## src/design/sha256_stream_hash_assert.svh

```systemverilog
// Assertion macros shared by the SHA-256 stream hasher modules
`ifndef SHA256_STREAM_HASH_ASSERT_SVH
`define SHA256_STREAM_HASH_ASSERT_SVH
// Implication checked on every rising clock edge outside reset
`define SHA_ASSERT_IMP(label, clk, rst_n, ante, cons) \
	label: assert property (@(posedge clk) disable iff (!rst_n) (ante) |-> (cons)) \
		else $error("assertion failed");
// Next-cycle implication
`define SHA_ASSERT_NXT(label, clk, rst_n, ante, cons) \
	label: assert property (@(posedge clk) disable iff (!rst_n) (ante) |=> (cons)) \
		else $error("assertion failed");
`endif

```

## src/design/sha_pkg.sv

```systemverilog
// Package: SHA-256 constants, queue entry type, round functions
package sha_pkg;
	localparam int QUEUE_DEPTH = 4;

	typedef struct packed {
		logic [7:0] data_byte;
		logic       byte_valid;
		logic       last_item;
	} item_t;

	typedef logic [31:0] word_t;

	function automatic word_t round_k(input logic [5:0] r);
		word_t k;
		case (r)
			6'd0: k = 32'h428a2f98; 6'd1: k = 32'h71374491; 6'd2: k = 32'hb5c0fbcf;
			6'd3: k = 32'he9b5dba5; 6'd4: k = 32'h3956c25b; 6'd5: k = 32'h59f111f1;
			6'd6: k = 32'h923f82a4; 6'd7: k = 32'hab1c5ed5; 6'd8: k = 32'hd807aa98;
			6'd9: k = 32'h12835b01; 6'd10: k = 32'h243185be; 6'd11: k = 32'h550c7dc3;
			6'd12: k = 32'h72be5d74; 6'd13: k = 32'h80deb1fe; 6'd14: k = 32'h9bdc06a7;
			6'd15: k = 32'hc19bf174; 6'd16: k = 32'he49b69c1; 6'd17: k = 32'hefbe4786;
			6'd18: k = 32'h0fc19dc6; 6'd19: k = 32'h240ca1cc; 6'd20: k = 32'h2de92c6f;
			6'd21: k = 32'h4a7484aa; 6'd22: k = 32'h5cb0a9dc; 6'd23: k = 32'h76f988da;
			6'd24: k = 32'h983e5152; 6'd25: k = 32'ha831c66d; 6'd26: k = 32'hb00327c8;
			6'd27: k = 32'hbf597fc7; 6'd28: k = 32'hc6e00bf3; 6'd29: k = 32'hd5a79147;
			6'd30: k = 32'h06ca6351; 6'd31: k = 32'h14292967; 6'd32: k = 32'h27b70a85;
			6'd33: k = 32'h2e1b2138; 6'd34: k = 32'h4d2c6dfc; 6'd35: k = 32'h53380d13;
			6'd36: k = 32'h650a7354; 6'd37: k = 32'h766a0abb; 6'd38: k = 32'h81c2c92e;
			6'd39: k = 32'h92722c85; 6'd40: k = 32'ha2bfe8a1; 6'd41: k = 32'ha81a664b;
			6'd42: k = 32'hc24b8b70; 6'd43: k = 32'hc76c51a3; 6'd44: k = 32'hd192e819;
			6'd45: k = 32'hd6990624; 6'd46: k = 32'hf40e3585; 6'd47: k = 32'h106aa070;
			6'd48: k = 32'h19a4c116; 6'd49: k = 32'h1e376c08; 6'd50: k = 32'h2748774c;
			6'd51: k = 32'h34b0bcb5; 6'd52: k = 32'h391c0cb3; 6'd53: k = 32'h4ed8aa4a;
			6'd54: k = 32'h5b9cca4f; 6'd55: k = 32'h682e6ff3; 6'd56: k = 32'h748f82ee;
			6'd57: k = 32'h78a5636f; 6'd58: k = 32'h84c87814; 6'd59: k = 32'h8cc70208;
			6'd60: k = 32'h90befffa; 6'd61: k = 32'ha4506ceb; 6'd62: k = 32'hbef9a3f7;
			default: k = 32'hc67178f2;
		endcase
		return k;
	endfunction

	function automatic word_t init_h(input logic [2:0] i);
		word_t h;
		case (i)
			3'd0: h = 32'h6a09e667; 3'd1: h = 32'hbb67ae85;
			3'd2: h = 32'h3c6ef372; 3'd3: h = 32'ha54ff53a;
			3'd4: h = 32'h510e527f; 3'd5: h = 32'h9b05688c;
			3'd6: h = 32'h1f83d9ab; default: h = 32'h5be0cd19;
		endcase
		return h;
	endfunction

	function automatic word_t rotr(input word_t x, input int n);
		return (x >> n) | (x << (32 - n));
	endfunction
endpackage

```

## src/design/sha_engine.sv

```systemverilog
// Back part: block buffer, padding and 64-round compression
`include "sha256_stream_hash_assert.svh"
module sha_engine (
	input  logic           clk,
	input  logic           arst_n,
	input  logic           in_valid,
	output logic           in_ready,
	input  sha_pkg::item_t in_item,
	output logic           out_valid,
	input  logic           out_ready,
	output logic [255:0]   out_digest
);
	localparam logic [2:0] ST_IDLE = 3'd0, ST_LOAD = 3'd1, ST_ROUND = 3'd2,
		ST_ADD = 3'd3, ST_PAD = 3'd4, ST_OUT = 3'd5;

	logic [2:0] state_q;
	logic [31:0] buf_q [16];
	logic [5:0] fill_q;
	logic [63:0] bits_q;
	logic [31:0] h_q [8];
	logic [31:0] v_q [8];
	logic [31:0] w_q [16];
	logic [5:0] rnd_q;
	logic [6:0] ld_q;
	logic last_q;     // the last item of the message has been taken
	logic final_q;    // this compression is the last block
	logic [255:0] dig_q;
	logic dvalid_q;

	logic [31:0] w_cur, w_new, t1, t2, s0, s1, big0, big1, ch, maj;
	logic [5:0] pos;

	assign in_ready = (state_q == ST_IDLE);
	assign out_valid = dvalid_q;
	assign out_digest = dig_q;
	assign pos = fill_q;

	always_comb begin
		w_cur = w_q[0];
		s0 = sha_pkg::rotr(w_q[1], 7) ^ sha_pkg::rotr(w_q[1], 18) ^ (w_q[1] >> 3);
		s1 = sha_pkg::rotr(w_q[14], 17) ^ sha_pkg::rotr(w_q[14], 19) ^ (w_q[14] >> 10);
		w_new = s1 + w_q[9] + s0 + w_q[0];
		big1 = sha_pkg::rotr(v_q[4], 6) ^ sha_pkg::rotr(v_q[4], 11) ^ sha_pkg::rotr(v_q[4], 25);
		ch = (v_q[4] & v_q[5]) ^ (~v_q[4] & v_q[6]);
		t1 = v_q[7] + big1 + ch + sha_pkg::round_k(rnd_q) + w_cur;
		big0 = sha_pkg::rotr(v_q[0], 2) ^ sha_pkg::rotr(v_q[0], 13) ^ sha_pkg::rotr(v_q[0], 22);
		maj = (v_q[0] & v_q[1]) ^ (v_q[0] & v_q[2]) ^ (v_q[1] & v_q[2]);
		t2 = big0 + maj;
	end

	// buffer writes: message bytes, padding, length; bytes sit big-endian in each word
	always_ff @(posedge clk) begin
		if (state_q == ST_IDLE && in_valid && in_item.byte_valid)
			buf_q[fill_q[5:2]][{~fill_q[1:0], 3'b000} +: 8] <= in_item.data_byte;
		if (state_q == ST_PAD) begin
			for (int wi = 0; wi < 16; wi++) begin
				for (int bj = 0; bj < 4; bj++) begin
					if (!final_q) begin
						if (4*wi + bj >= 56 && pos < 6'd56)
							buf_q[wi][8*(3-bj) +: 8] <= bits_q[8*(63-4*wi-bj) +: 8];
						else if (4*wi + bj == int'(pos))
							buf_q[wi][8*(3-bj) +: 8] <= 8'h80;
						else if (4*wi + bj > int'(pos))
							buf_q[wi][8*(3-bj) +: 8] <= 8'h00;
					end else begin
						buf_q[wi][8*(3-bj) +: 8] <= (4*wi + bj >= 56) ?
							bits_q[8*(63-4*wi-bj) +: 8] : 8'h00;
					end
				end
			end
		end
	end

	always_ff @(posedge clk) begin
		if (state_q == ST_LOAD) begin
			// shift in one word per cycle from the buffer
			for (int i = 0; i < 15; i++) w_q[i] <= w_q[i+1];
			w_q[15] <= buf_q[ld_q[3:0]];
		end else if (state_q == ST_ROUND) begin
			for (int i = 0; i < 15; i++) w_q[i] <= w_q[i+1];
			w_q[15] <= w_new;
			v_q[7] <= v_q[6]; v_q[6] <= v_q[5]; v_q[5] <= v_q[4];
			v_q[4] <= v_q[3] + t1;
			v_q[3] <= v_q[2]; v_q[2] <= v_q[1]; v_q[1] <= v_q[0];
			v_q[0] <= t1 + t2;
		end
		if (state_q == ST_LOAD && ld_q == 7'd0)
			for (int i = 0; i < 8; i++) v_q[i] <= h_q[i];
	end

	always_ff @(posedge clk or negedge arst_n) begin
		if (!arst_n) begin
			state_q <= ST_IDLE;
			fill_q <= '0;
			bits_q <= '0;
			rnd_q <= '0;
			ld_q <= '0;
			last_q <= 1'b0;
			final_q <= 1'b0;
			dvalid_q <= 1'b0;
			dig_q <= '0;
			for (int i = 0; i < 8; i++) h_q[i] <= sha_pkg::init_h(3'(i));
		end else begin
			if (dvalid_q && out_ready && state_q != ST_OUT) dvalid_q <= 1'b0;
			case (state_q)
				ST_IDLE: if (in_valid) begin
					last_q <= in_item.last_item;
					final_q <= 1'b0;
					if (in_item.byte_valid) begin
						fill_q <= fill_q + 1'b1;
						bits_q <= bits_q + 64'd8;
					end
					if (in_item.byte_valid && fill_q == 6'd63) begin
						ld_q <= '0;
						state_q <= ST_LOAD;
					end else if (in_item.last_item) begin
						state_q <= ST_PAD;
					end
				end
				ST_PAD: begin
					// when pos >= 56 this block gets only the 0x80 marker and zeros; the length follows in a further block
					final_q <= final_q || (pos < 6'd56);
					ld_q <= '0;
					state_q <= ST_LOAD;
				end
				ST_LOAD: begin
					ld_q <= ld_q + 1'b1;
					if (ld_q == 7'd15) begin
						rnd_q <= '0;
						state_q <= ST_ROUND;
					end
				end
				ST_ROUND: begin
					rnd_q <= rnd_q + 1'b1;
					if (rnd_q == 6'd63) state_q <= ST_ADD;
				end
				ST_ADD: begin
					for (int i = 0; i < 8; i++) h_q[i] <= h_q[i] + v_q[i];
					if (!last_q) state_q <= ST_IDLE;
					else if (final_q) state_q <= ST_OUT;
					else begin
						// pad block after a full buffer, or length-only spill block
						final_q <= (fill_q != 6'd0);
						state_q <= ST_PAD;
					end
				end
				ST_OUT: if (!dvalid_q || out_ready) begin
					for (int i = 0; i < 8; i++) begin
						dig_q[255-32*i -: 32] <= h_q[i];
						h_q[i] <= sha_pkg::init_h(3'(i));
					end
					dvalid_q <= 1'b1;
					fill_q <= '0;
					bits_q <= '0;
					state_q <= ST_IDLE;
				end
				default: state_q <= ST_IDLE;
			endcase
		end
	end

	`SHA_ASSERT_IMP(a_round_range, clk, arst_n, state_q == ST_LOAD, ld_q < 7'd16)
	`SHA_ASSERT_NXT(a_round_done, clk, arst_n, state_q == ST_ROUND && rnd_q == 6'd63,
		state_q == ST_ADD)
	`SHA_ASSERT_NXT(a_out_reset, clk, arst_n, state_q == ST_OUT && (!dvalid_q || out_ready),
		dvalid_q && fill_q == 6'd0 && bits_q == 64'd0)
endmodule

```

## config.mk

```make
export PLATFORM = sky130hd
export DESIGN_NAME = sha_engine
export DESIGN_NICKNAME = d
export VERILOG_FILES = /design/src/design/sha_pkg.sv /design/src/design/sha_engine.sv
export VERILOG_INCLUDE_DIRS = /design/src /design/src/design
export SDC_FILE = /design/constraint.sdc
export NUM_CORES = 2
export LEC_CHECK = 0
export BUFFER_PORTS_ARGS = -buffer_cell sky130_fd_sc_hd__buf_2
export CORE_ASPECT_RATIO = 0.7
export CORE_MARGIN = 4
export CORE_UTILIZATION = 45
export DETAILED_ROUTE_END_ITERATION = 6
export HOLD_SLACK_MARGIN = 0.12
export SYNTH_ARGS = -nofsm -noshare
export SYNTH_HDL_FRONTEND = slang
export SYNTH_SLANG_ARGS = --single-unit
```

## constraint.sdc

```tcl
create_clock -name clk -period 17.05 [get_ports clk]
set_clock_uncertainty 0.2 [all_clocks]
set_input_delay 0 -clock clk [delete_from_list [all_inputs] [get_ports clk]]
set_output_delay 0 -clock clk [all_outputs]
set_load 0.01 [all_outputs]
```

==> run summary <==
Status: finished with violations
Failing checks: DRC
Adder-Cell Fraction of Synth Area: 0.0913
Die width: 573 microns
GRT overflow: 0
Sequential share of power: 0.513
Fraction of layout cells with a size suffix above 1: 0.104
Synth Register Bits: 1,878
Area of the multi-input gates: 0.0480 sq mm
Top cells by area, synth: edfxtp_1 (27%), dfrtp_1 (12%), dfxtp_1 (7.8%)
Fin. max-slew vios: 0
Worst-Skew Late Latency: 0.87 ns
Vias per cell: 5.91
VDD IR max: 81.7 uV
First-pass GRT wire length: 512,000 microns
Pwr/cell area: 82.6 mW/mm^2
Peak Freq: 91.9 MHz
CP Launch Point: rnd_q[3]
Total core area: 0.221 sq mm
TritonCTS Sinks: 1,878
Setup TNS after final layout: 0 ns
Synth Instances: 10,216
Final Hold Fails: 0
I/O Buffers: 271
Cell Rows: 144
Largest family of logic cells by synthesized area: simple AND/OR/NAND/NOR gates
Final WL: 348,000 microns
CTS Buffer Depth: 4
Io pins: 272
Cts bufs inserted: 193
Net Count, Synth: 10,822
R2r endpoint: v_q[0][31]
Internal Dissipation: 7.21 mW
Register area: 0.0497 sq mm
Clk root buf: clkbuf_16
Final nets: 10,872
Yosys warns: 0
CTS tree: done
Prevailing post-synth register cell: edfxtp_1
Data arrival, critical path: 11.23 ns
Post-Synth XOR/XNOR Area: 0.0551
Crit Path Category: flip-flop to flip-flop
Synth top area share: 0.265
Register area share after synthesis: 0.494
GRT Total Usage: 0.294
Worst Tran Pin Value: 1.45 ns
R2R Setup Slk: 6.17 ns
Clock power share: 0.478
Headroom to the max-slew limit: 0.0304
Vias: 78,844
H-tree levels: 4
Reg2Reg Launch Point: rnd_q[3]
Sw Ratio: 0.214
Max cap viols: 0
Crit path to: v_q[0][31]
Die Height: 403 microns
Crit path time final: 10.88 ns
Antenna viol nets, final: 0
Initial Util: 0.454
Worst hold path type: primary input to asynchronous set/reset pin
Worst Reg2Reg Path Length in Cells: 34
DRT iter0 DRCs: 9,852
Post-synth EDFFs: 887
Leading area contributor after synthesis: edfxtp_1
Setup violators final: 0
Vias in the first global route: 74,832
Synthesis-to-layout area growth: 10.5%
Required @ worst endpoint: 17.40 ns
Leak pwr: 47.2 nW
Die area: 0.231 sq mm
Cell mode on critical path: o21ai_0
Ys async rst share: 0.318
# DRC: 17
CP max-delay cell: buf_4
Initial antenna violation count: 16
Final period utilization: 0.638
DR pass1 iterations: 7
Post-Synth Simple-Gate Area: 0.163
Crit. End Element: flip-flop
Syn avg cell area: 9.83 sq um
Critical-path maximum fanout: 67
Unrepaired setup endpoints after global routing: false
Compound-cell area share of the yosys netlist: 0.126
Max incr delay on CP: 0.67 ns
Fill count: 20,117
Mux share of post-synthesis cell area: 0.0410
Largest net degree at the start of global routing: 184
Clk pin slew, worst setup/hold paths: 0.07 ns
Hpwl dp: 251,000 microns
Post-synth design cell area: 0.100 sq mm
Yosys cell types: 108
Psw: 1.96 mW
Startpoint types: flip-flop
Gate power share: 0.009
Routed len/inst: 26.0 microns
GPL Wtd Cong: 0.974
Post-CTS Setup Bufs: 0
Hold_ws: 0.137 ns
## worst max-delay path: cells and delay by family, from the launching register on
| family | cells | cell delay [ns] |
|---|---|---|
| DFF | 1 | 0.34 |
| adders and majority gates | 6 | 2.84 |
| xor gates and xnor gates | 3 | 0.86 |
| and+or+nand+nor | 7 | 1.96 |
| buffers and inverters | 4 | 1.26 |
| AOI/OAI and AO/OA | 14 | 3.07 |
## power groups by stage
stage	clock, mW	sequential [mW]	combinational, mW
after floorplan	0	4.80	0.0257
after global placement	0	4.80	0.0762
after detailed placement	0	4.80	0.0773
after CTS	4.46	4.70	0.0814
after global routing	4.65	4.70	0.0895
final	4.38	4.71	0.0810
## flip-flops by register name (all words and copies together), names as in the netlist
signal / count
bits_q: 61
buf_q: 512
fill_q: 6
final_q: 1
h_q: 256
last_q: 1
ld_q: 7
out_digest: 256
out_valid: 1
rnd_q: 6
state_q: 3
v_q: 256
w_q: 512
## final cells by class
class                      instances  area share
inverter                         235     0.00794
antenna                            5    0.000113
timing repair buffer             392      0.0218
sequential                      1878       0.447
clock buffer                     248      0.0484
tap                             2920      0.0329
multi-input combinational       7566       0.432
clock inverter                   104     0.00949
## cell usage after synthesis (14+ instances only)
cell / count
nand2_1: 1877
nor2_1: 1390
a21oi_1: 1000
edfxtp_1: 887
clkbuf_1: 488
o21ai_0: 472
dfrtp_1: 462
xnor2_1: 402
ha_1: 397
dfxtp_1: 393
inv_1: 234
xor2_1: 230
fa_1: 195
nand3_1: 176
mux4_2: 164
a21o_1: 143
dfstp_2: 136
nand2b_1: 118
nor3_1: 114
a31oi_1: 63
nor2b_1: 56
o21a_1: 54
o31ai_1: 52
and3_1: 50
a211oi_1: 41
buf_1: 41
o21bai_1: 41
or3_1: 35
nand4_1: 34
maj3_1: 30
o21ai_1: 27
and2_1: 24
mux2_2: 23
o211ai_1: 23
a211o_1: 22
mux2i_1: 17
o22ai_1: 16
or2_2: 16
a311oi_1: 14
o22a_1: 14
## metrics by stage
step                      instances  utilization  worst slack [ns]  area (sq um)  power (mW)
final                         13348        0.502              6.17        111000        9.17
after global routing          13343        0.502              5.78        111000        9.44
after CTS                     13343        0.502              6.52        111000        9.25
after detailed placement      12970        0.472              6.54        104000        4.88
after global placement        12970        0.472              6.48        104000        4.87
after floorplan               10216            -              3.43        100000        4.82
## logic make-up (layout without fill, tap and decap cells)
kind of cell / count (synthesis) / in the layout
buf+inv: 772 / 979
other cells: 0 / 5
fa+ha+maj: 622 / 622
flops: 1878 / 1878
simple gates: 3960 / 3960
xor+xnor: 632 / 632
compound gates: 2148 / 2148
mux: 204 / 204
## placed cells by master (no fill, tap or decap), types with 27 or more instances in the layout
cell       Yosys  routed
a211oi_1      41      41
a21o_1       143     143
a21oi_1     1000    1000
a31oi_1       63      63
and3_1        50      49
buf_2          4     270
buf_4          2      94
clkbuf_1     488      29
clkbuf_16      0     200
clkinv_2       0      39
dfrtp_1      462     455
dfstp_2      136     136
dfxtp_1      393     393
edfxtp_1     887     887
fa_1         195     195
ha_1         397     397
inv_1        234     233
maj3_1        30      30
mux4_2       164     164
nand2_1     1877    1873
nand2b_1     118     117
nand3_1      176     175
nand4_1       34      34
nor2_1      1390    1387
nor2b_1       56      55
nor3_1       114     114
o21a_1        54      54
o21ai_0      472     472
o21ai_1       27      27
o21bai_1      41      41
o31ai_1       52      52
or3_1         35      35
xnor2_1      402     402
xor2_1       230     230
## per-layer routing
metal	track usage	wire, microns	up-vias
met5	0.00310	141	-
met4	0.0696	9160	6
met3	0.0631	35100	502
met2	0.414	143000	3659
met1	0.457	160000	39093
li1	-	-	35584
## how the worst min path moves through the flow
| stage | startpoint | end | cells past startpoint |
|---|---|---|---|
| 5_1_grt | arst_n | out_digest[87] | 4 |
| 3_3_place_gp | arst_n | out_digest[79] | 1 |
| 2_1_floorplan | arst_n | bits_q[10] | 0 |
| 3_5_place_dp | arst_n | out_digest[84] | 1 |
| 4_1_cts | arst_n | out_digest[84] | 4 |
| 6_report | arst_n | out_digest[84] | 4 |
## timing repair
item | in CTS | in global routing
hold buffers | 21 | 0
resized for setup | 0 | 0
hold endpoints to repair | 715 | 0
Power figures use the tool's default switching activity.
